==> config.mk <==
export PLATFORM = sky130hd
export DESIGN_NAME = peer_failure_detector
export DESIGN_NICKNAME = d
export VERILOG_FILES = /design/src/hw/rtl/pfd_pkg.sv /design/src/hw/rtl/pfd_ram.sv /design/src/hw/rtl/pfd_update.sv /design/src/hw/rtl/peer_failure_detector.sv
export SDC_FILE = /design/constraint.sdc
export NUM_CORES = 1
export LEC_CHECK = 0
export ABC_AREA = 1
export BUFFER_PORTS_ARGS = -buffer_cell sky130_fd_sc_hd__buf_2
export CAP_MARGIN = 20
export CORE_MARGIN = 2
export CORE_UTILIZATION = 60
export DETAILED_ROUTE_END_ITERATION = 8
export PLACE_DENSITY = 0.89
export SLEW_MARGIN = 15
export SYNTH_ARGS = -nofsm -noshare
export SYNTH_HDL_FRONTEND = slang
export SYNTH_SLANG_ARGS = --single-unit
==> constraint.sdc <==
create_clock -name clk -period 14.85 [get_ports clk]
set_input_delay 0.7425 -clock clk [delete_from_list [all_inputs] [get_ports clk]]
set_output_delay 0.7425 -clock clk [all_outputs]
set_load 0.01 [all_outputs]
==> src/hw/rtl/pfd_pkg.sv <==
// ----------------------------------------------------------------------------
// pfd_pkg
// Shared types, codes and constants of the peer failure detector.
// ----------------------------------------------------------------------------
`default_nettype none

package pfd_pkg;

    // default table size
    localparam int PEER_COUNT_DEF = 16;

    // fixed field widths
    localparam int SLOT_W = 4;
    localparam int TIME_W = 32;
    localparam int MISS_W = 8;
    localparam int CFG_W  = 32;

    localparam logic [MISS_W-1:0] MISS_MAX      = '1;
    localparam logic [MISS_W-1:0] SUSPECT_RESET = 8'd3;
    localparam logic [TIME_W-1:0] DOWN_RESET    = 32'd5000;

    // request codes
    typedef enum logic [1:0] {
        REQ_ADD     = 2'd0,
        REQ_SUCCESS = 2'd1,
        REQ_FAILURE = 2'd2,
        REQ_QUERY   = 2'd3
    } pfd_req_t;

    // health codes
    typedef enum logic [1:0] {
        HEALTH_UP        = 2'd0,
        HEALTH_SUSPECTED = 2'd1,
        HEALTH_DOWN      = 2'd2
    } pfd_health_t;

    // configuration register indexes
    typedef enum logic {
        CFG_SUSPECT_MISSES = 1'b0,
        CFG_DOWN_AFTER_MS  = 1'b1
    } pfd_cfg_idx_t;

    // one entry of the status memory
    typedef struct packed {
        logic              valid;
        pfd_health_t       health;
        logic [MISS_W-1:0] misses;
    } pfd_status_t;

    // write-back controls from the update logic
    typedef struct packed {
        logic        status_we;
        logic        time_we;
        pfd_status_t status;
    } pfd_wb_t;

    // result of one transaction
    typedef struct packed {
        logic        known;
        pfd_health_t health;
        logic        went_down;
        logic        rejoined;
    } pfd_result_t;

endpackage

`default_nettype wire

==> src/hw/rtl/pfd_ram.sv <==
// ----------------------------------------------------------------------------
// pfd_ram
// Generic single-clock RAM, one write and one read port, registered read.
// ----------------------------------------------------------------------------
`default_nettype none

module pfd_ram #(
    parameter int WIDTH = 8,
    parameter int DEPTH = 16
) (
    input  wire logic                     clk,
    input  wire logic                     we,
    input  wire logic [$clog2(DEPTH)-1:0] waddr,
    input  wire logic [WIDTH-1:0]         wdata,
    input  wire logic                     re,
    input  wire logic [$clog2(DEPTH)-1:0] raddr,
    output logic      [WIDTH-1:0]         rdata
);

    logic [WIDTH-1:0] mem [DEPTH];

    // write port
    always_ff @(posedge clk)
    begin
        if (we)
        begin
            mem[waddr] <= wdata;
        end
    end

    // registered read port
    always_ff @(posedge clk)
    begin
        if (re)
        begin
            rdata <= mem[raddr];
        end
    end

endmodule

`default_nettype wire

==> src/hw/rtl/pfd_update.sv <==
// ----------------------------------------------------------------------------
// pfd_update
// Next-entry logic: applies one request to the entry read from the table.
// ----------------------------------------------------------------------------
`default_nettype none

module pfd_update
    import pfd_pkg::*;
(
    input  wire pfd_req_t          req,
    input  wire logic              in_range,
    input  wire pfd_status_t       status,
    input  wire logic [TIME_W-1:0] last_contact,
    input  wire logic [TIME_W-1:0] now_ms,
    input  wire logic [MISS_W-1:0] suspect_misses,
    input  wire logic [TIME_W-1:0] down_after_ms,
    output pfd_wb_t                wb,
    output pfd_result_t            result
);

    logic [MISS_W-1:0] miss_inc;
    logic [TIME_W-1:0] elapsed;

    // saturating miss count and wrapping elapsed time
    assign miss_inc = (status.misses == MISS_MAX) ? status.misses
                                                  : MISS_W'(status.misses + 1'b1);
    assign elapsed  = TIME_W'(now_ms - last_contact);

    // apply the request
    always_comb
    begin
        pfd_health_t h;
        h                = status.health;
        wb.status_we     = 1'b0;
        wb.time_we       = 1'b0;
        wb.status        = status;
        result.went_down = 1'b0;
        result.rejoined  = 1'b0;
        case (req)
            REQ_ADD:
            begin
                wb.status_we     = 1'b1;
                wb.time_we       = 1'b1;
                wb.status.valid  = 1'b1;
                wb.status.health = HEALTH_UP;
                wb.status.misses = '0;
            end
            REQ_SUCCESS:
            begin
                if (status.valid)
                begin
                    result.rejoined  = (status.health == HEALTH_DOWN);
                    wb.status_we     = 1'b1;
                    wb.time_we       = 1'b1;
                    wb.status.health = HEALTH_UP;
                    wb.status.misses = '0;
                end
            end
            REQ_FAILURE:
            begin
                if (status.valid && status.health != HEALTH_DOWN)
                begin
                    if (h == HEALTH_UP && miss_inc >= suspect_misses)
                    begin
                        h = HEALTH_SUSPECTED;
                    end
                    if (h == HEALTH_SUSPECTED && elapsed >= down_after_ms)
                    begin
                        h                = HEALTH_DOWN;
                        result.went_down = 1'b1;
                    end
                    wb.status_we     = 1'b1;
                    wb.status.misses = miss_inc;
                    wb.status.health = h;
                end
            end
            default:
            begin
                // query leaves the entry alone
            end
        endcase

        // slot beyond the table: nothing changes, peer reads as unknown
        if (!in_range)
        begin
            wb.status_we     = 1'b0;
            wb.time_we       = 1'b0;
            result.went_down = 1'b0;
            result.rejoined  = 1'b0;
        end

        result.known  = in_range && wb.status.valid;
        result.health = result.known ? wb.status.health : HEALTH_UP;
    end

endmodule

`default_nettype wire

==> src/hw/rtl/peer_failure_detector.sv <==
// A transaction taken at start is read from the status memory into the update
// stage (stage_valid_reg); its result is then registered and strobed on done.
// One transaction at a time: busy stays high while it is in the update stage,
// set by the status memory's registered read followed by the write-back of the
// same entry. Reset: a clearing pass sweeps the status memory with busy held
// high; configuration writes are taken throughout. Results cannot stall.
// ----------------------------------------------------------------------------
// peer_failure_detector
// Heartbeat failure detector over a table of peers held in block memory.
// ----------------------------------------------------------------------------
`default_nettype none

module peer_failure_detector
    import pfd_pkg::*;
#(
    parameter int PEER_COUNT = PEER_COUNT_DEF
) (
    input  wire logic              clk,
    input  wire logic              rst_n,
    input  wire logic              start,
    output logic                   busy,
    input  wire logic [1:0]        req_type,
    input  wire logic [SLOT_W-1:0] peer_slot,
    input  wire logic [TIME_W-1:0] now_ms,
    input  wire logic              cfg_we,
    input  wire logic              cfg_index,
    input  wire logic [CFG_W-1:0]  cfg_data,
    output logic                   done,
    output logic [SLOT_W-1:0]      peer_echo,
    output logic                   known,
    output logic [1:0]             health,
    output logic                   went_down,
    output logic                   rejoined
);

    localparam int IDX_W  = $clog2(PEER_COUNT);
    localparam int STAT_W = $bits(pfd_status_t);

    logic                accept;
    logic                clearing_reg;
    logic [IDX_W-1:0]    clr_idx_reg;
    logic                stage_valid_reg;
    pfd_req_t            stage_req_reg;
    logic [SLOT_W-1:0]   stage_slot_reg;
    logic [TIME_W-1:0]   stage_now_reg;
    logic [MISS_W-1:0]   suspect_misses_reg;
    logic [TIME_W-1:0]   down_after_ms_reg;
    logic                done_reg;
    logic [SLOT_W-1:0]   peer_echo_reg;
    pfd_result_t         result_reg;

    logic [IDX_W-1:0]    stage_idx;
    logic                stage_in_range;
    logic [STAT_W-1:0]   stat_rdata;
    logic [TIME_W-1:0]   time_rdata;
    logic                stat_we;
    logic [IDX_W-1:0]    stat_waddr;
    logic [STAT_W-1:0]   stat_wdata;
    logic                time_we;
    pfd_wb_t             wb;
    pfd_result_t         result;

    // one transaction at a time; the interlock keeps reads off a pending write
    assign busy   = clearing_reg || stage_valid_reg;
    assign accept = start && !busy;

    assign stage_idx      = IDX_W'(stage_slot_reg);
    assign stage_in_range = (32'(stage_slot_reg) < 32'(PEER_COUNT));

    // status memory: valid, health, misses (cleared after reset)
    assign stat_we    = clearing_reg || (stage_valid_reg && wb.status_we);
    assign stat_waddr = clearing_reg ? clr_idx_reg : stage_idx;
    assign stat_wdata = clearing_reg ? '0 : STAT_W'(wb.status);

    pfd_ram #(
        .WIDTH (STAT_W),
        .DEPTH (PEER_COUNT)
    ) u_status_ram (
        .clk   (clk),
        .we    (stat_we),
        .waddr (stat_waddr),
        .wdata (stat_wdata),
        .re    (accept),
        .raddr (IDX_W'(peer_slot)),
        .rdata (stat_rdata)
    );

    // last-contact memory, written only by add and success
    assign time_we = stage_valid_reg && wb.time_we;

    pfd_ram #(
        .WIDTH (TIME_W),
        .DEPTH (PEER_COUNT)
    ) u_time_ram (
        .clk   (clk),
        .we    (time_we),
        .waddr (stage_idx),
        .wdata (stage_now_reg),
        .re    (accept),
        .raddr (IDX_W'(peer_slot)),
        .rdata (time_rdata)
    );

    // read-modify-write of the addressed entry
    pfd_update u_update (
        .req            (stage_req_reg),
        .in_range       (stage_in_range),
        .status         (pfd_status_t'(stat_rdata)),
        .last_contact   (time_rdata),
        .now_ms         (stage_now_reg),
        .suspect_misses (suspect_misses_reg),
        .down_after_ms  (down_after_ms_reg),
        .wb             (wb),
        .result         (result)
    );

    // control state, clearing pass and configuration registers
    always_ff @(posedge clk or negedge rst_n)
    begin
        if (!rst_n)
        begin
            clearing_reg       <= 1'b1;
            clr_idx_reg        <= '0;
            stage_valid_reg    <= 1'b0;
            done_reg           <= 1'b0;
            suspect_misses_reg <= SUSPECT_RESET;
            down_after_ms_reg  <= DOWN_RESET;
        end
        else
        begin
            if (clearing_reg)
            begin
                if (clr_idx_reg == IDX_W'(PEER_COUNT - 1))
                begin
                    clearing_reg <= 1'b0;
                end
                clr_idx_reg <= IDX_W'(clr_idx_reg + 1'b1);
            end
            stage_valid_reg <= accept;
            done_reg        <= stage_valid_reg;
            if (cfg_we)
            begin
                unique case (pfd_cfg_idx_t'(cfg_index))
                    CFG_SUSPECT_MISSES: suspect_misses_reg <= cfg_data[MISS_W-1:0];
                    CFG_DOWN_AFTER_MS:  down_after_ms_reg  <= cfg_data[TIME_W-1:0];
                endcase
            end
        end
    end

    // transaction payload and result registers
    always_ff @(posedge clk)
    begin
        if (accept)
        begin
            stage_req_reg  <= pfd_req_t'(req_type);
            stage_slot_reg <= peer_slot;
            stage_now_reg  <= now_ms;
        end
        if (stage_valid_reg)
        begin
            peer_echo_reg <= stage_slot_reg;
            result_reg    <= result;
        end
    end

    assign done      = done_reg;
    assign peer_echo = peer_echo_reg;
    assign known     = result_reg.known;
    assign health    = 2'(result_reg.health);
    assign went_down = result_reg.went_down;
    assign rejoined  = result_reg.rejoined;

`ifndef SYNTH
    // a result always follows a transaction in the update stage
    assert property (@(posedge clk) disable iff (!rst_n)
        done |-> $past(stage_valid_reg))
        else $error("result without a transaction");

    // interlock: no back-to-back transactions on the same memory
    assert property (@(posedge clk) disable iff (!rst_n)
        stage_valid_reg |=> !stage_valid_reg)
        else $error("overlapping read-modify-write");

    // a peer that went down is reported known and down
    assert property (@(posedge clk) disable iff (!rst_n)
        (done && went_down) |-> (known && health == HEALTH_DOWN && !rejoined))
        else $error("went_down with inconsistent health");

    // a rejoined peer is reported known and up
    assert property (@(posedge clk) disable iff (!rst_n)
        (done && rejoined) |-> (known && health == HEALTH_UP))
        else $error("rejoined with inconsistent health");
`endif

endmodule

`default_nettype wire
==> results list <==
- Initial DRT Pass Iterations: 5
- The first global-routing pass estimated 136000 µm of wire.
- Number of enable flip-flop cells after synthesis: 778
- Once the floorplan was initialized, standard cells occupied 60.9% of the core.
- STA classifies the critical path endpoint as a register.
* Routed wire length: 90700 µm
* Area of the die: 60900 µm²
- Proportion of synthesized flip-flops having asynchronous set or reset: 5.70%
- The clock drives 825 sinks.
- The floorplan step defined a core boundary enclosing 58000 µm².
* Max-cap violations: 0
* Unrepaired setup endpoints after global routing: no
* Clock transition at the register clock pins on the worst setup and hold paths after CTS: 0.06 ns
- Port-buffer cells: 85
- The clock arrives with 0.0309 ns of skew.
* Max Fclk: 203 MHz
- For the worst-skew pair, the clock arrives at the later sink with an insertion delay of 0.63 ns.
- Global routing used 30.0% of the available tracks.
- Maximum resistive drop on vdd: 0.0000891 V
- Power spread over the standard cell area amounts to 128 nW/µm².
- Buffer cell driving the clock tree root: sky130_fd_sc_hd__clkbuf_16
- CTS tree: built
- sky130_fd_sc_hd__edfxtp_1 takes more of the synthesized area than any other cell.
- Setup violations remaining at the end of the flow were counted as 0.
* Final HPWL from detailed placement: 50200 µm
- Data on the critical path is required at its endpoint by 15.11 ns.
- In the post-synthesis netlist, the biggest area contributors are sky130_fd_sc_hd__edfxtp_1, sky130_fd_sc_hd__mux2i_1, sky130_fd_sc_hd__a21oi_1.
- For this run, the leading register cell type out of synthesis is sky130_fd_sc_hd__edfxtp_1.
* Kind of critical path: reg2reg
- Synthesis warning total: 0
- Period utilisation layout: 33.2%
- Vias per std cell: 6.47
* Mean Syn Cell Area: 12.9 µm²
- H-tree depth: 3
* Share of layout cells above drive strength 1: 10.2%
- Area Growth Syn to Fin: 10.8%
- Sequential share of the synthesized area: 69.4%
* Number of antenna diodes: 0
* CTS-repair resized insts: 0
- The flow ran to the end, and the final reports show no timing, DRC or antenna violations.
* Post-Synthesis Net Count: 2883
* Critical Path Source Type: register
* Leading post-synthesis cells by instance count: sky130_fd_sc_hd__edfxtp_1, sky130_fd_sc_hd__inv_1, sky130_fd_sc_hd__a21oi_1
- Most flops, register: u_time_ram.mem
- The slowest stage of the critical path is the sky130_fd_sc_hd__a21oi_1 cell.
* Hold buffers post-CTS: 0
* Total number of vias: 23600
- Headroom to the max-slew limit: 16.0%
* Buffer depth of the longest clock path: 3
* Max stage delay on crit path: 0.80 ns
- In this run the cell area of the synthesized design comes to 35300 µm².
- Final routed wire length divided by cell count: 24.9 µm
- In this run, synthesis produced a sequential element count of 825.
- Standby leakage power: 14.8 nW
* Netlist cell types: 44
* Registers with the most flip-flops: u_time_ram.mem (512), u_status_ram.mem (176)
- CTS Buf Count: 79
- Library cell with the highest instance count after synthesis: sky130_fd_sc_hd__edfxtp_1
* Share of the synthesized area in the top cell type: 66.1%
- Post-synthesis cell count: 2734
* Residual overflow from global routing: 0
- Horizontal die dimension: 247 µm
- After detailed routing, the number of remaining DRC violations is 0.
* Finished layout cell area: 39200 µm²
- Entering global routing, the biggest net connects 240 pins.
* Final hold violation count: 0
* Sum of negative setup slack: 0 ns
- In this run the post-CTS setup repair buffer count came out at 0.
- At the worst endpoint, the arrival time is 5.19 ns.
- The first routing iteration left 3565 violations.
* Antenna violations before repair: 1
* Num ports: 86
- The register with the most flip-flops in the layout has 512 of them.
- Min Clock Period, post-route: 4.94 ns
* Via count of the first global-routing pass: 23100
- The path class of the tightest hold or removal check is in2async.
* Final Util: 67.5%
- RePlAce Congestion: 0.960
- By instance count, the cell type seen most on the critical path is sky130_fd_sc_hd__nand2_1.
- DRT antenna net count: 0
* Area post-placement: 36700 µm²
- The initialized floorplan defines 88 standard-cell rows.
* Post-layout nets: 2966
- At the pin with the least slew margin, the transition time is 1.26 ns.
- Largest fanout of any net on the critical path: 17
- The max-slew violation count came to 0.
* Vertical die dimension: 247 µm
## power by group
| part | switching [W] | internal [W] | total (W) |
|---|---|---|---|
| logic | 0.000307 | 0.000144 | 0.000450 |
| registers | 0.0000390 | 0.00260 | 0.00264 |
| clock network | 0.000856 | 0.00106 | 0.00191 |
## routing by layer
| layer | routed length [µm] | share of wire [%] | track usage (%) | vias to the layer above |
|---|---|---|---|---|
| li1 | - | - | - | 10100 |
| met3 | 11700 | 13 | 5.95 | 318 |
| met2 | 42700 | 47 | 47.2 | 1788 |
| met4 | 3690 | 4.1 | 14.2 | 0 |
| met5 | 0 | 0 | 0 | - |
| met1 | 32600 | 36 | 40.5 | 11400 |
## cell families after synthesis
| group | share of synthesized area (%) |
|---|---|
| flip-flops | 69.4 |
| AO/OA/AOI/OAI | 11.7 |
| buffers and inverters | 5.24 |
| AND/OR/NAND/NOR | 5.20 |
| multiplexers | 4.87 |
| adder cells (fa/ha/maj) | 2.64 |
| XOR/XNOR | 0.910 |
## cell usage in the layout, fill, tap and decap left out, types with 7 or more instances in the layout
master                      synthesis  final
sky130_fd_sc_hd__a21oi_1          266    262
sky130_fd_sc_hd__a21oi_2            4      8
sky130_fd_sc_hd__buf_2             31     82
sky130_fd_sc_hd__buf_4              9     45
sky130_fd_sc_hd__clkbuf_1          78     17
sky130_fd_sc_hd__clkbuf_16          0     79
sky130_fd_sc_hd__clkinv_1           1     16
sky130_fd_sc_hd__clkinv_2           0     12
sky130_fd_sc_hd__dfrtp_1           39     39
sky130_fd_sc_hd__dfstp_2            8      8
sky130_fd_sc_hd__edfxtp_1         778    778
sky130_fd_sc_hd__ha_1              73     73
sky130_fd_sc_hd__inv_1            334    334
sky130_fd_sc_hd__mux2i_1          172    172
sky130_fd_sc_hd__nand2_1          214    213
sky130_fd_sc_hd__nand3_1           86     86
sky130_fd_sc_hd__nand4_1           10     10
sky130_fd_sc_hd__nor2_1           111     94
sky130_fd_sc_hd__nor2_4             0     17
sky130_fd_sc_hd__nor3_1             7      7
sky130_fd_sc_hd__o211ai_1         177    177
sky130_fd_sc_hd__o21ai_0          245    245
sky130_fd_sc_hd__o21bai_1           8      8
sky130_fd_sc_hd__xnor2_1           10     10
sky130_fd_sc_hd__xor2_1            23     23
## final cells by class
class / instances / area (µm²)
Inverter: 339 / 1280
Tap cell: 765 / 957
Fill cell: 3651 / 18900
Clock buffer: 97 / 2050
Multi-Input combinational cell: 1438 / 9090
Timing Repair Buffer: 134 / 865
Clock inverter: 43 / 352
Sequential cell: 825 / 24500
## stage by stage
step | power, W | setup slack, ns | instances | hold WS, ns
floorplan | 0.00296 | 9.99 | 2734 | 0.447
global placement | 0.00310 | 10.28 | 3491 | 0.468
detailed placement | 0.00312 | 10.06 | 3498 | 0.474
CTS | 0.00499 | 10.01 | 3638 | 0.268
global route | 0.00514 | 9.54 | 3641 | 0.0321
finish | 0.00500 | 9.91 | 3641 | 0.0328
## critical path: cells and delay by family (launching register included)
kind / cells / cell delay [ns]
AO/OA/AOI/OAI: 3 / 1.29
adder cells (fa/ha/maj): 3 / 0.70
AND/OR/NAND/NOR: 16 / 1.30
XOR/XNOR: 1 / 0.23
flip-flops: 1 / 0.63
buffers and inverters: 5 / 0.44
## path summary, 6_finish.rpt
path                                             from                     end  slack, ns  cells past startpoint
max in group asynchronous                       rst_n   down_after_ms_reg[12]      14.26                      2
worst min-delay path                            rst_n   suspect_misses_reg[4]       0.03                      1
worst min register to register  suspect_misses_reg[3]   suspect_misses_reg[3]       0.49                      2
worst max register to register       stage_now_reg[0]  u_status_ram.mem[3][8]       9.91                     28
min in group clk                           now_ms[23]       stage_now_reg[23]       0.29                      1
worst max-delay path                 stage_now_reg[0]  u_status_ram.mem[3][8]       9.91                     28
(Power assumes the default switching activity.)
